$ cat config.mk
export PLATFORM = sky130hd
export DESIGN_NAME = parc_ctrl
export DESIGN_NICKNAME = d
export VERILOG_FILES = /design/src/sv/parc_pkg.sv /design/src/sv/parc_ctrl.sv
export SDC_FILE = /design/constraint.sdc
export NUM_CORES = 1
export LEC_CHECK = 0
export ABC_AREA = 0
export BUFFER_PORTS_ARGS = -buffer_cell sky130_fd_sc_hd__buf_2
export CORE_AREA = 2 2 39 41
export DETAILED_ROUTE_END_ITERATION = 6
export DIE_AREA = 0 0 41 43
export HOLD_SLACK_MARGIN = 0.08
export PLACE_DENSITY_LB_ADDON = 0.05
export SLEW_MARGIN = 15
export SYNTH_ARGS = -nofsm -noshare
export SYNTH_HDL_FRONTEND = slang
export SYNTH_SLANG_ARGS = --single-unit
$ cat constraint.sdc
create_clock -name clock -period 2.54 [get_ports clock]
set_clock_uncertainty 0.2 [all_clocks]
set_input_delay 0.127 -clock clock [delete_from_list [all_inputs] [get_ports clock]]
set_output_delay 0.127 -clock clock [all_outputs]
set_load 0.005 [all_outputs]
$ cat src/sv/parc_pkg.sv
// Shared types, constants and helpers for the packet ACL range classifier.
// Depends on nothing; every other file of the block imports it.
package parc_pkg;

   // Size of each of the four rule lists.
   localparam int RULES_PER_LIST = 1024;
   localparam int NUM_LISTS      = 4;
   localparam int LIST_W         = 2;
   localparam int SLOT_W         = (RULES_PER_LIST > 1) ? $clog2(RULES_PER_LIST) : 1;
   localparam int IDX_W          = $clog2(RULES_PER_LIST + 1);
   localparam int ADDR_W         = LIST_W + SLOT_W;
   localparam int MEM_DEPTH      = NUM_LISTS << SLOT_W;
   localparam int CSR_W          = 11;
   localparam int CTR_W          = 48;
   localparam logic [CTR_W-1:0] CTR_MAX = {CTR_W{1'b1}};

   // Command codes of the request word.
   localparam logic [2:0] CMD_CLASSIFY    = 3'd0;
   localparam logic [2:0] CMD_WR_IN_ALLOW = 3'd1;
   localparam logic [2:0] CMD_WR_IN_DENY  = 3'd2;
   localparam logic [2:0] CMD_WR_EG_ALLOW = 3'd3;
   localparam logic [2:0] CMD_WR_EG_DENY  = 3'd4;

   // Register indexes of the configuration port.
   localparam logic [LIST_W-1:0] CSR_IN_ALLOW_COUNT = 2'd0;
   localparam logic [LIST_W-1:0] CSR_IN_DENY_COUNT  = 2'd1;
   localparam logic [LIST_W-1:0] CSR_EG_ALLOW_COUNT = 2'd2;
   localparam logic [LIST_W-1:0] CSR_EG_DENY_COUNT  = 2'd3;

   // Decision codes and verdicts of the response word.
   localparam logic [1:0] DEC_ALLOW_LIST = 2'd0;
   localparam logic [1:0] DEC_DENY_LIST  = 2'd1;
   localparam logic [1:0] DEC_DEFAULT    = 2'd2;
   localparam logic       VERDICT_ALLOW  = 1'b0;
   localparam logic       VERDICT_DENY   = 1'b1;

   typedef struct packed {
      logic [2:0]  command;
      logic        direction;
      logic [31:0] source_address;
      logic [31:0] dest_address;
      logic [15:0] source_port;
      logic [15:0] dest_port;
      logic [7:0]  packet_proto;
      logic [9:0]  rule_slot;
      logic [31:0] range_low;
      logic [31:0] range_high;
      logic [15:0] match_port;
      logic [7:0]  match_proto;
   } parc_req_type;

   typedef struct packed {
      logic             verdict;
      logic [1:0]       decided_by;
      logic [CTR_W-1:0] total_seen;
      logic [CTR_W-1:0] allowed_seen;
      logic [CTR_W-1:0] denied_seen;
      logic [CTR_W-1:0] ingress_seen;
      logic [CTR_W-1:0] egress_seen;
   } parc_rsp_type;

   // One stored rule.
   typedef struct packed {
      logic [31:0] range_high;
      logic [31:0] range_low;
      logic [15:0] match_port;
      logic [7:0]  match_proto;
   } parc_rule_type;

   typedef enum logic [1:0] {
      ST_IDLE,
      ST_ALLOW,
      ST_DENY,
      ST_COMMIT
   } parc_state_type;

   // Controller to datapath.
   typedef struct packed {
      logic       write_rule;
      logic       load_pkt;
      logic       clear_idx;
      logic       scan_en;
      logic       phase_deny;
      logic       decide;
      logic [1:0] dec_code;
      logic       commit;
   } parc_cmd_type;

   // Datapath to controller.
   typedef struct packed {
      logic hit;
      logic done;
   } parc_sts_type;

   function automatic logic [CTR_W-1:0] sat_inc(input logic [CTR_W-1:0] v);
      return (v == CTR_MAX) ? v : v + CTR_W'(1);
   endfunction

endpackage

$ cat src/sv/parc_ctrl.sv
// Sequencing controller of the classifier: request handshake, scan phases,
// commit of the decision and the response-holding flag. Uses parc_pkg.
module parc_ctrl (
   input  logic                  clock,
   input  logic                  reset,
   input  logic                  req_valid,
   output logic                  req_stall,
   input  logic [2:0]            req_command,
   output logic                  rsp_valid,
   input  logic                  rsp_stall,
   output parc_pkg::parc_cmd_type cmd,
   input  parc_pkg::parc_sts_type sts
);
   import parc_pkg::*;

   parc_state_type state_ff, state_in;
   logic           out_full_ff, out_full_in;
   logic           slot_free;

   assign slot_free = !out_full_ff || !rsp_stall;
   assign rsp_valid = out_full_ff;

   always_ff @(posedge clock) begin
      if (reset) begin
         state_ff    <= ST_IDLE;
         out_full_ff <= 1'b0;
      end else begin
         state_ff    <= state_in;
         out_full_ff <= out_full_in;
      end
   end

   always_comb begin
      state_in  = state_ff;
      cmd       = '0;
      req_stall = 1'b1;
      case (state_ff)
         ST_IDLE: begin
            req_stall     = 1'b0;
            cmd.clear_idx = 1'b1;
            if (req_valid) begin
               if (req_command == CMD_CLASSIFY) begin
                  cmd.load_pkt = 1'b1;
                  state_in     = ST_ALLOW;
               end else if (req_command >= CMD_WR_IN_ALLOW &&
                            req_command <= CMD_WR_EG_DENY) begin
                  cmd.write_rule = 1'b1;
               end
            end
         end
         ST_ALLOW: begin
            cmd.scan_en = 1'b1;
            if (sts.hit) begin
               cmd.decide   = 1'b1;
               cmd.dec_code = DEC_ALLOW_LIST;
               state_in     = ST_COMMIT;
            end else if (sts.done) begin
               cmd.clear_idx = 1'b1;
               state_in      = ST_DENY;
            end
         end
         ST_DENY: begin
            cmd.scan_en    = 1'b1;
            cmd.phase_deny = 1'b1;
            if (sts.hit) begin
               cmd.decide   = 1'b1;
               cmd.dec_code = DEC_DENY_LIST;
               state_in     = ST_COMMIT;
            end else if (sts.done) begin
               cmd.decide   = 1'b1;
               cmd.dec_code = DEC_DEFAULT;
               state_in     = ST_COMMIT;
            end
         end
         ST_COMMIT: begin
            if (slot_free) begin
               cmd.commit = 1'b1;
               state_in   = ST_IDLE;
            end
         end
         default: begin
            state_in = ST_IDLE;
         end
      endcase
   end

   always_comb begin
      if (cmd.commit) begin
         out_full_in = 1'b1;
      end else if (out_full_ff && !rsp_stall) begin
         out_full_in = 1'b0;
      end else begin
         out_full_in = out_full_ff;
      end
   end

   // A response only appears after a commit.
   a_full_after_commit: assert property (@(posedge clock) disable iff (reset)
      $rose(out_full_ff) |-> $past(state_ff == ST_COMMIT))
      else $error("response raised without a commit");

   // The commit state is only reached from a scan phase.
   a_commit_entry: assert property (@(posedge clock) disable iff (reset)
      (state_ff == ST_COMMIT) |-> ($past(state_ff) == ST_ALLOW ||
         $past(state_ff) == ST_DENY || $past(state_ff) == ST_COMMIT))
      else $error("commit state entered from idle");

   // Rule hits are only reported while a list is being scanned.
   a_hit_in_scan: assert property (@(posedge clock) disable iff (reset)
      sts.hit |-> (state_ff == ST_ALLOW || state_ff == ST_DENY))
      else $error("rule hit outside a scan phase");

endmodule

==> metrics.yaml, run 1 <==
status:
  status: "completed"
job:
  drv_cap: 0
placed_design:
  dpl.hpwl_um: 628
  finalWeightedCongestion: 0.682
  portBuffers: 19
  preCtsSetupSlack_ns: 0.608
setup_path:
  cp_max_fo: 6
  path_class: "flip-flop to primary output"
  slowest_stage: "dfxtp_1"
  critPathArrivalTime_ns: 1.62
  rrSetupSlack_ns: 0.59
  slowest_delay_ns: 0.35
  endpoint: "cmd[3]"
  r2r_cells: 5
  worstReg2RegEnd: "state_ff[0]"
  crit_required_ns: 2.21
  reg2reg_from: "state_ff[0]"
  crit_start: "state_ff[0]"
  crit_chain: "inv_1, ha_1, or2_2, a22oi_1, nor2b_1, buf_2"
  cp-end-kind: "primary output"
  start_kind: "flip-flop"
synthesis:
  synth_compound_area_share_pct: 18.9
  ys_seq_area_share_pct: 19.7
  syn_area_per_cell_um2: 8.03
  synth_top_family_by_area: "simple AND/OR/NAND/NOR gates"
  synth-xor-area-share_pct: 2.87
  yosysTopAreaCell: "dfxtp_1"
  synth.distinct_cells: 21
  ys_seq_elements: 3
  synth_warnings: 0
  synth_fa_ha_area_share_pct: 16.4
  synthesis.nets: 51
  syn_inst: 38
  synthSimpleGateAreaFrac_pct: 30.3
  yosys-top-cells-area: "dfxtp_1, ha_1, a221oi_2"
  synth.top_cell.area_share_pct: 19.7
  synthMuxAreaShare_pct: 3.28
  syn-cell-area_um2: 305
global_routing:
  track_usage_pct: 10.5
  grt_pass1_vias: 304
  grt_max_degree: 7
  grt_overflow: 0
  antenna_found_initial: 0
  grt_pass1_wl_um: 1220
cts:
  clk_pin_slew_worst_paths_ns: 0.04
  clk-insertion-delay-late_ns: 0.23
  htree_levels: 1
  cts_root_buffer: "clkbuf_4"
  cts_tree: "yes"
  cts_sinks: 3
  clock_path_buffers: 2
  post_cts_buffers: 0
  cts_buffers: 3
timing:
  clock.fmax_mhz: 512
  slew_violations: 0
  finalSetupViolCount: 0
  layout_setup_ws_ns: 0.588
  fin_tns_setup_ns: 0
  rsz0062_at_grt: "no"
  worst_pin_slew_ns: 0.335
  period_minus_slack_ns: 1.95
  hold_viol_final: 0
  worst_hold_slack_ns: 0.139
  period_share_pct: 76.8
  slew_headroom_pct: 77.5
floorplan:
  core_area_um2: 1380
  ioPinCount: 20
  die_h_um: 43
  dieArea_um2: 1760
  fp.dieW_um: 41
  num_rows: 14
  initial_core_util_pct: 22.1
detailed_routing:
  dr.pass1.iters: 5
  drcViolationCount: 0
  wl_met3_um: 53
  drt_wl_total_um: 746
  antenna_left: 0
  initialDrtViolationCount: 4
  drt-met1-wl_um: 300
  viasPerCell: 4.49
  via_count: 346
  top_layer_used: "met4"
  wl_met2_um: 383
  routedWlPerCell_um: 9.69
min_path:
  hold_path_depth: 4
  min_path_type: "primary input to flip-flop"
power_and_ir_drop:
  finalPower_uw: 330
  ir_drop_mv: 0.313
  power.density_nw_per_um2: 730
  p_leak_nw: 0.244
cells_and_area:
  drive_gt1_share_pct: 39.3
  area.sequential_um2: 60.1
  multi_input_area_um2: 219
  final_nets: 75
  syn_to_final_growth_pct: 48.0
  num-fill-cells: 157
  antenna_cells: 0
==> cells in the final DEF, fill, tap and decap left out <==
cell | netlist | final
nor2b_1 | 2 | 2
nor2_1 | 4 | 4
xor2_1 | 1 | 1
a211oi_1 | 1 | 1
nand2_1 | 3 | 3
nand2b_1 | 2 | 2
ha_1 | 4 | 4
dlygate4sd3_1 | 0 | 2
and2_1 | 1 | 1
and3_1 | 2 | 2
a21oi_1 | 2 | 2
or2_2 | 1 | 1
a22oi_1 | 1 | 1
mux2i_1 | 1 | 1
a221o_1 | 1 | 1
nor4_1 | 1 | 1
a221oi_2 | 1 | 1
buf_2 | 0 | 19
inv_1 | 3 | 3
clkbuf_4 | 0 | 3
dfxtp_1 | 3 | 3
a21boi_0 | 1 | 1
or4b_1 | 1 | 1
clkbuf_1 | 0 | 1
==> final cells by class <==
class                           count  area share, %
Clock buffer                        4           5.82
Sequential cell                     3           13.3
Inverter                            3           2.49
Tap cell                           16           4.43
Timing Repair Buffer               21           25.5
Multi-Input combinational cell     30           48.5
==> where the power goes <==
part / switching [mW] / internal, mW
combinational: 0.0915 / 0.0877
clock: 0.0263 / 0.0590
sequential: 0.00822 / 0.0571
total: 0.126 / 0.204
==> cell usage after synthesis, drive strengths merged <==
master / instances
mux2i: 1
nor2b: 2
nor4: 1
or4b: 1
ha: 4
a221o: 1
xor2: 1
a221oi: 1
a211oi: 1
nor2: 4
nand2: 3
and2: 1
a21boi: 1
or2: 1
buf: 2
dfxtp: 3
and3: 2
a21oi: 2
inv: 3
a22oi: 1
nand2b: 2
==> timing repair <==
item | 4_1_cts | 5_1_grt
resized for setup | 0 | 0
hold endpoints to repair | 3 | 0
hold buffers | 2 | 0
==> metal layers <==
layer  vias up  track usage, %
met5         -               0
met1       154            12.2
li1        177               -
met3         2            3.14
met4         0            8.00
met2        13            15.3
==> state kept, by name, indices dropped and copies added (netlist names) <==
signal     cells
state_ff       2
rsp_valid      1
==> critical path, delay by kind of cell, from the launching register on <==
kind | cells | cell delay, ns
AOI/OAI and AO/OA | 1 | 0.16
adders and majority gates | 1 | 0.26
buffers and inverters | 2 | 0.22
DFF | 1 | 0.35
and+or+nand+nor | 2 | 0.39
==> logic make-up after synthesis <==
| logic type | after synthesis |
|---|---|
| buf+inv | 5 |
| fa+ha+maj | 4 |
| mux | 1 |
| compound gates | 7 |
| xor+xnor | 1 |
| flops | 3 |
| simple gates | 17 |
==> metrics by stage <==
step / utilization (%) / std cells / cell area [um^2]
final: 32.6 / 77 / 452
after global routing: 32.6 / 77 / 452
after CTS: 32.6 / 77 / 452
after detailed placement: 29.3 / 71 / 405
after global placement: 29.3 / 71 / 405
after floorplan: - / 38 / 305
==> worst min-delay path by stage <==
stage                      start          end  slack [ns]
after floorplan            reset  state_ff[0]      -0.007
after global placement     reset  state_ff[0]        0.14
after detailed placement   reset  state_ff[0]        0.13
after CTS                 sts[0]  state_ff[0]        0.13
after global routing      sts[1]  state_ff[0]        0.19
final                     sts[0]  state_ff[0]        0.14
(Power assumes the default switching activity.)
==> run 2, diff against run 1 <==
==> constraint.sdc (replaced) <==
create_clock -name clock -period 1.6 [get_ports clock]
set_clock_uncertainty 0.2 [all_clocks]
set_input_delay 0.08 -clock clock [delete_from_list [all_inputs] [get_ports clock]]
set_output_delay 0.08 -clock clock [all_outputs]
set_load 0.005 [all_outputs]
==> run 2 against run 1 <==
Compared with the run above:
- the run now ends with negative setup slack left
- first-iteration DRC count shrank 100%
- largest cell class unchanged
- highest routed layer is now met3
- critical endpoint is now state_ff[1]
- register-to-register slack got worse by 0.73 ns
- utilization up 17 points
- critical path depth is the same
==> metrics.yaml, run 2 (same netlist as run 1, synthesis figures left out) <==
status:
  status: "complete, but fails checks"  # was completed
  violations: "negative setup slack"
power_and_ir_drop:
  finalPower_uw: 917  # was 330 uW
  p_int_uw: 612  # was 204 uW
  ir_drop_mv: 0.608  # was 0.313 mV
  power.density_nw_per_um2: 1340  # was 730 nW/um^2
  p_leak_nw: 0.332  # was 0.244 nW
  seq_power_share_pct: 13.9  # was 19.8%
  pwr-share-clk_pct: 14.1  # was 25.8%
  power_switching_uw: 305  # was 126 uW
  power_switching_share_pct: 33.3  # was 38.2%
  power_frac_comb_pct: 72.0  # was 54.3%
timing:
  worst_pin_slew_ns: 0.325  # was 0.335 ns
  finalSetupViolCount: 6  # was 0
  slew_headroom_pct: 78.2  # was 77.5%
  slew_violations: 0  # unchanged
  period_minus_slack_ns: 1.75
  layout_setup_ws_ns: -0.146  # was 0.588 ns
  period_share_pct: 109
  rsz0062_at_grt: "yes"  # was no
  clock.fmax_mhz: 573
  hold_viol_final: 0  # unchanged
placed_design:
  finalWeightedCongestion: 0.613  # was 0.682
  dpl_cell_area_um2: 495  # was 405 um^2
  portBuffers: 19  # unchanged
  preCtsSetupSlack_ns: -0.145  # was 0.608 ns
  dpl.hpwl_um: 700  # was 628 um
  dp.cells: 80  # was 71
cts:
  htree_levels: 1  # unchanged
  cts_root_buffer: "clkbuf_4"  # unchanged
  cts_tree: "yes"  # unchanged
  clk-insertion-delay-late_ns: 0.23  # about the same
  cts_buffers: 3  # unchanged
  clk_pin_slew_worst_paths_ns: 0.04  # about the same
  clock_path_buffers: 2  # unchanged
  cts_sinks: 3  # unchanged
cells_and_area:
  drive_gt1_share_pct: 69.7  # was 39.3%
  largest_reg_flops: 2  # unchanged
  antenna_cells: 0  # unchanged
  final_cell_mix: "buf_2, buf_6, buf_4"  # was buf_2, nor2_1, ha_1
  area.sequential_um2: 67.6  # was 60.1 um^2
  final_common_cell: "buf_2"  # unchanged
  multi_input_area_um2: 285  # was 219 um^2
  final_nets: 90  # was 75
  stdcell_area_um2: 684  # was 452 um^2
  num-fill-cells: 143  # was 157
  syn_to_final_growth_pct: 124  # was 48.0%
  stdcell_count: 92  # was 77
  regMostFlops: "state_ff"  # unchanged
setup_path:
  crit_required_ns: 1.51  # was 2.21 ns
  cp-end-kind: "flip-flop"  # was primary output
  critPathArrivalTime_ns: 1.66  # was 1.62 ns
  cp_max_fo: 3  # was 6
  path_class: "flip-flop to flip-flop"  # was flip-flop to primary output
  reg2reg_from: "state_ff[0]"  # unchanged
  r2r_cells: 6  # was 5
  crit_start: "state_ff[0]"  # unchanged
  start_kind: "flip-flop"  # unchanged
min_path:
  hold_path_depth: 4  # unchanged
  min_path_type: "primary input to flip-flop"  # unchanged
  min-delay-start: "sts[0]"  # unchanged
detailed_routing:
  viasPerCell: 4.36  # was 4.49
  routedWlPerCell_um: 9.49  # was 9.69 um
  via_count: 401  # was 346
  antenna_left: 0  # unchanged
  drcViolationCount: 0  # unchanged
  drt_wl_total_um: 873  # was 746 um
  initialDrtViolationCount: 0  # was 4
  dr.pass1.iters: 1  # was 5
global_routing:
  antenna_found_initial: 0  # unchanged
  grt_max_degree: 6  # was 7
  grt_pass1_wl_um: 1260  # was 1220 um
  grt_overflow: 0  # unchanged
  track_usage_pct: 10.6  # was 10.5%
  grt_pass1_vias: 376  # was 304
floorplan:
  initial_core_util_pct: 22.1  # unchanged
  ioPinCount: 20  # unchanged
  core_area_um2: 1380  # unchanged
  die_h_um: 43  # unchanged
  dieArea_um2: 1760  # unchanged
  fp.dieW_um: 41  # unchanged
  num_rows: 14  # unchanged
job:
  drv_cap: 0  # unchanged
-- run 2: changes by cell type in the layout (fill, tap and decap cells not counted), sizes merged --
cell  previous run  this run
buf             19        34
-- run 2: timing repair --
action / 4_1_cts / 5_1_grt
hold buffers: 2 / 0
pin swaps: 5 / 5
endpoints found under the setup margin: 7 / 8
setup buffers: 5 / 1
endpoints found under the hold margin: 3 / 0
resized for setup: 10 / 14
-- run 2: per-stage QoR --
step           setup TNS [ns]  hold slack (ns)  util [%]
2_1_floorplan          -0.101          -0.0612         -
3_3_place_gp           -0.190           0.0844      35.8
3_5_place_dp           -0.184           0.0917      35.8
4_1_cts                -0.606           0.0922      44.6
5_1_grt                -0.937            0.134      49.5
6_report               -0.508           0.0984      49.5
-- run 2: worst max-delay path, cell delays in order (launching register included) --
cell	delay, ns
dfxtp_4	0.37
inv_4	0.05
ha_4	0.15
or2_4	0.25
a221o_1	0.37
buf_4	0.15
mux2i_1	0.10
-- run 2: layout make-up --
cell class | instances | share of cell area, %
multi-input cells | 30 | 41.7
repair buffers | 36 | 38.9
flip-flops and latches | 3 | 9.87
clock buffers | 4 | 3.84
well taps | 16 | 2.93
inverters | 3 | 2.74
-- run 2: power by group through the flow --
stage | combinational (mW) | clock [mW] | sequential [mW]
CTS | 0.552 | 0.139 | 0.113
floorplan | 0.222 | 0 | 0.111
global route | 0.723 | 0.147 | 0.131
finish | 0.660 | 0.129 | 0.127
detailed placement | 0.404 | 0 | 0.114
global placement | 0.407 | 0 | 0.114
-- run 2: path summary, 6_finish.rpt --
kind / endpoint / slack [ns]
worst min register to register: rsp_valid / 0.32
worst max register to register: state_ff[1] / -0.15
worst min-delay path: state_ff[0] / 0.1
worst max-delay path: state_ff[1] / -0.15
-- run 2: metal layers --
layer / up-vias / track usage, % / wire length, um
met5: - / 0 / 0
li1: 207 / - / -
met2: 15 / 20.0 / 476
met1: 179 / 8.63 / 337
met3: 0 / 1.57 / 59
met4: 0 / 8.00 / 0
==> run 3, diff against run 2 <==
--- a/config.mk
+++ b/config.mk
@@ -12,6 +12,7 @@
 export DIE_AREA = 0 0 41 43
 export HOLD_SLACK_MARGIN = 0.08
 export PLACE_DENSITY_LB_ADDON = 0.05
+export REMOVE_ABC_BUFFERS = 1
 export SLEW_MARGIN = 15
 export SYNTH_ARGS = -nofsm -noshare
 export SYNTH_HDL_FRONTEND = slang
==> constraint.sdc (replaced) <==
create_clock -name clock -period 1.6 [get_ports clock]
set_clock_uncertainty 0.2 [all_clocks]
set_input_delay 0.08 -clock clock [delete_from_list [all_inputs] [get_ports clock]]
set_output_delay 0.08 -clock clock [all_outputs]
set_load 0.01 [all_outputs]
==> run 3 against run 2 <==
Compared with the run above:
- the flow still finishes with violations (negative setup slack)
- clock-buffer cell count unchanged
- critical path depth rose by 1
- sequential cell count stayed put
==> metrics.yaml, run 3 (same netlist as run 1, synthesis figures left out) <==
timing:
  rsz0062_at_grt: "yes"  # unchanged
  finalSetupViolCount: 5  # was 6
  hold_viol_final: 0  # unchanged
  period_share_pct: 108  # was 109%
  slew_headroom_pct: 78.5  # was 78.2%
  worst_hold_slack_ns: 0.100  # was 0.0984 ns
  slew_violations: 0  # unchanged
  worst_pin_slew_ns: 0.321  # was 0.325 ns
  clock.fmax_mhz: 579  # was 573 MHz
  period_minus_slack_ns: 1.73  # was 1.75 ns
  layout_setup_ws_ns: -0.127  # was -0.146 ns
global_routing:
  grt_max_degree: 6  # unchanged
  grt_overflow: 0  # unchanged
  antenna_found_initial: 0  # unchanged
  grt_pass1_wl_um: 1320  # was 1260 um
  track_usage_pct: 11.0  # was 10.6%
  grt_pass1_vias: 337  # was 376
cts:
  htree_levels: 1  # unchanged
  clk_pin_slew_worst_paths_ns: 0.04  # about the same
  clk-insertion-delay-late_ns: 0.23  # about the same
  cts_root_buffer: "clkbuf_4"  # unchanged
  cts_buffers: 3  # unchanged
  clock_path_buffers: 2  # unchanged
  cts_tree: "yes"  # unchanged
  cts_sinks: 3  # unchanged
placed_design:
  dpl_cell_area_um2: 495  # unchanged
  finalWeightedCongestion: 0.686  # was 0.613
  portBuffers: 19  # unchanged
  dp.cells: 83  # was 80
  dpl.hpwl_um: 699  # was 700 um
cells_and_area:
  final_nets: 92  # was 90
  syn_to_final_growth_pct: 139  # was 124%
  drive_gt1_share_pct: 73.1  # was 69.7%
  final_common_cell: "buf_2"  # unchanged
  num-fill-cells: 133  # was 143
  stdcell_area_um2: 728  # was 684 um^2
  regMostFlops: "state_ff"  # unchanged
  stdcell_count: 94  # was 92
  antenna_cells: 0  # unchanged
  final_cell_mix: "buf_2, buf_4, buf_6"  # was buf_2, buf_6, buf_4
  largest_reg_flops: 2  # unchanged
  utilization_pct: 52.6  # was 49.5%
detailed_routing:
  via_count: 401  # unchanged
  viasPerCell: 4.27  # was 4.36
  initialDrtViolationCount: 9  # was 0
  dr.pass1.iters: 3  # was 1
  drcViolationCount: 0  # unchanged
  drt_wl_total_um: 922  # was 873 um
  routedWlPerCell_um: 9.81  # was 9.49 um
  antenna_left: 0  # unchanged
power_and_ir_drop:
  p_leak_nw: 0.340  # was 0.332 nW
  ir_drop_mv: 0.608  # about the same
  power.density_nw_per_um2: 1280  # was 1340 nW/um^2
min_path:
  min_path_type: "primary input to flip-flop"  # unchanged
floorplan:
  dieArea_um2: 1760  # unchanged
  die_h_um: 43  # unchanged
  num_rows: 14  # unchanged
  fp.dieW_um: 41  # unchanged
  initial_core_util_pct: 22.1  # unchanged
  ioPinCount: 20  # unchanged
  core_area_um2: 1380  # unchanged
job:
  drv_cap: 0  # unchanged
setup_path:
  slowest_stage: "dfxtp_4"  # unchanged
  critPathArrivalTime_ns: 1.45  # was 1.66 ns
  cp-end-kind: "primary output"  # was flip-flop
  crit_required_ns: 1.32  # was 1.51 ns
  crit_chain: "inv_4, ha_4, or2_4, buf_6, a22oi_2, nor2b_1, buf_2"  # was inv_4, ha_4, or2_4, a221o_1, buf_4, mux2i_1
  slowest_delay_ns: 0.37  # about the same
  path_class: "flip-flop to primary output"  # was flip-flop to flip-flop
  cp_max_fo: 3  # unchanged
  start_kind: "flip-flop"  # unchanged
status:
  status: "complete, but fails checks"  # unchanged
  violations: "negative setup slack"  # unchanged
run 3: per-layer routing:
layer	part of all wire, %	GRT usage (%)	up-vias
met3	3.9	0	0
met1	42	13.8	181
met4	0	6.00	0
li1	-	-	211
met5	0	0	-
met2	54	18.1	9
run 3: critical path: cells and delay by family (launching register included):
| family | cells | cell delay, ns |
|---|---|---|
| AND/OR/NAND/NOR | 2 | 0.30 |
| AO/OA/AOI/OAI | 1 | 0.10 |
| flip-flops | 1 | 0.37 |
| adder cells (fa/ha/maj) | 1 | 0.14 |
| buffers and inverters | 3 | 0.29 |
run 3: path summary, 6_finish.rpt:
kind	start	slack (ns)	to	cells after the start
worst min register to register	rsp_valid	0.35	rsp_valid	2
worst max register to register	state_ff[1]	-0.11	state_ff[0]	5
worst max-delay path	state_ff[1]	-0.13	cmd[3]	7
worst min-delay path	sts[0]	0.10	state_ff[0]	4
run 3: layout make-up:
cell class,instances,area (um^2),share of cell area [%]
well taps,16,20.0,2.75
flip-flops and latches,3,67.6,9.28
repair buffers,38,284,39.0
clock buffers,4,26.3,3.61
inverters,3,18.8,2.58
multi-input cells,30,312,42.8
run 3: report_power, final:
group | switching (mW) | internal (mW) | total [mW]
clock network | 0.0368 | 0.0933 | 0.130
logic | 0.270 | 0.403 | 0.673
registers | 0.0271 | 0.0987 | 0.126
total | 0.334 | 0.595 | 0.929
run 3: per-stage QoR:
step	total power, mW	setup WS, ns	setup TNS (ns)
final	0.929	-0.127	-0.265
after global routing	1.00	-0.183	-0.617
after CTS	0.878	-0.129	-0.389
after detailed placement	0.521	-0.233	-0.390
after global placement	0.526	-0.213	-0.372
after floorplan	0.311	-0.295	-0.493
run 3: what timing repair did:
item,CTS,global route
endpoints found under the hold margin,3,0
setup buffers,4,1
pin swaps,6,1
setup endpoints to repair,8,9
resized for setup,29,9
hold buffers,2,0
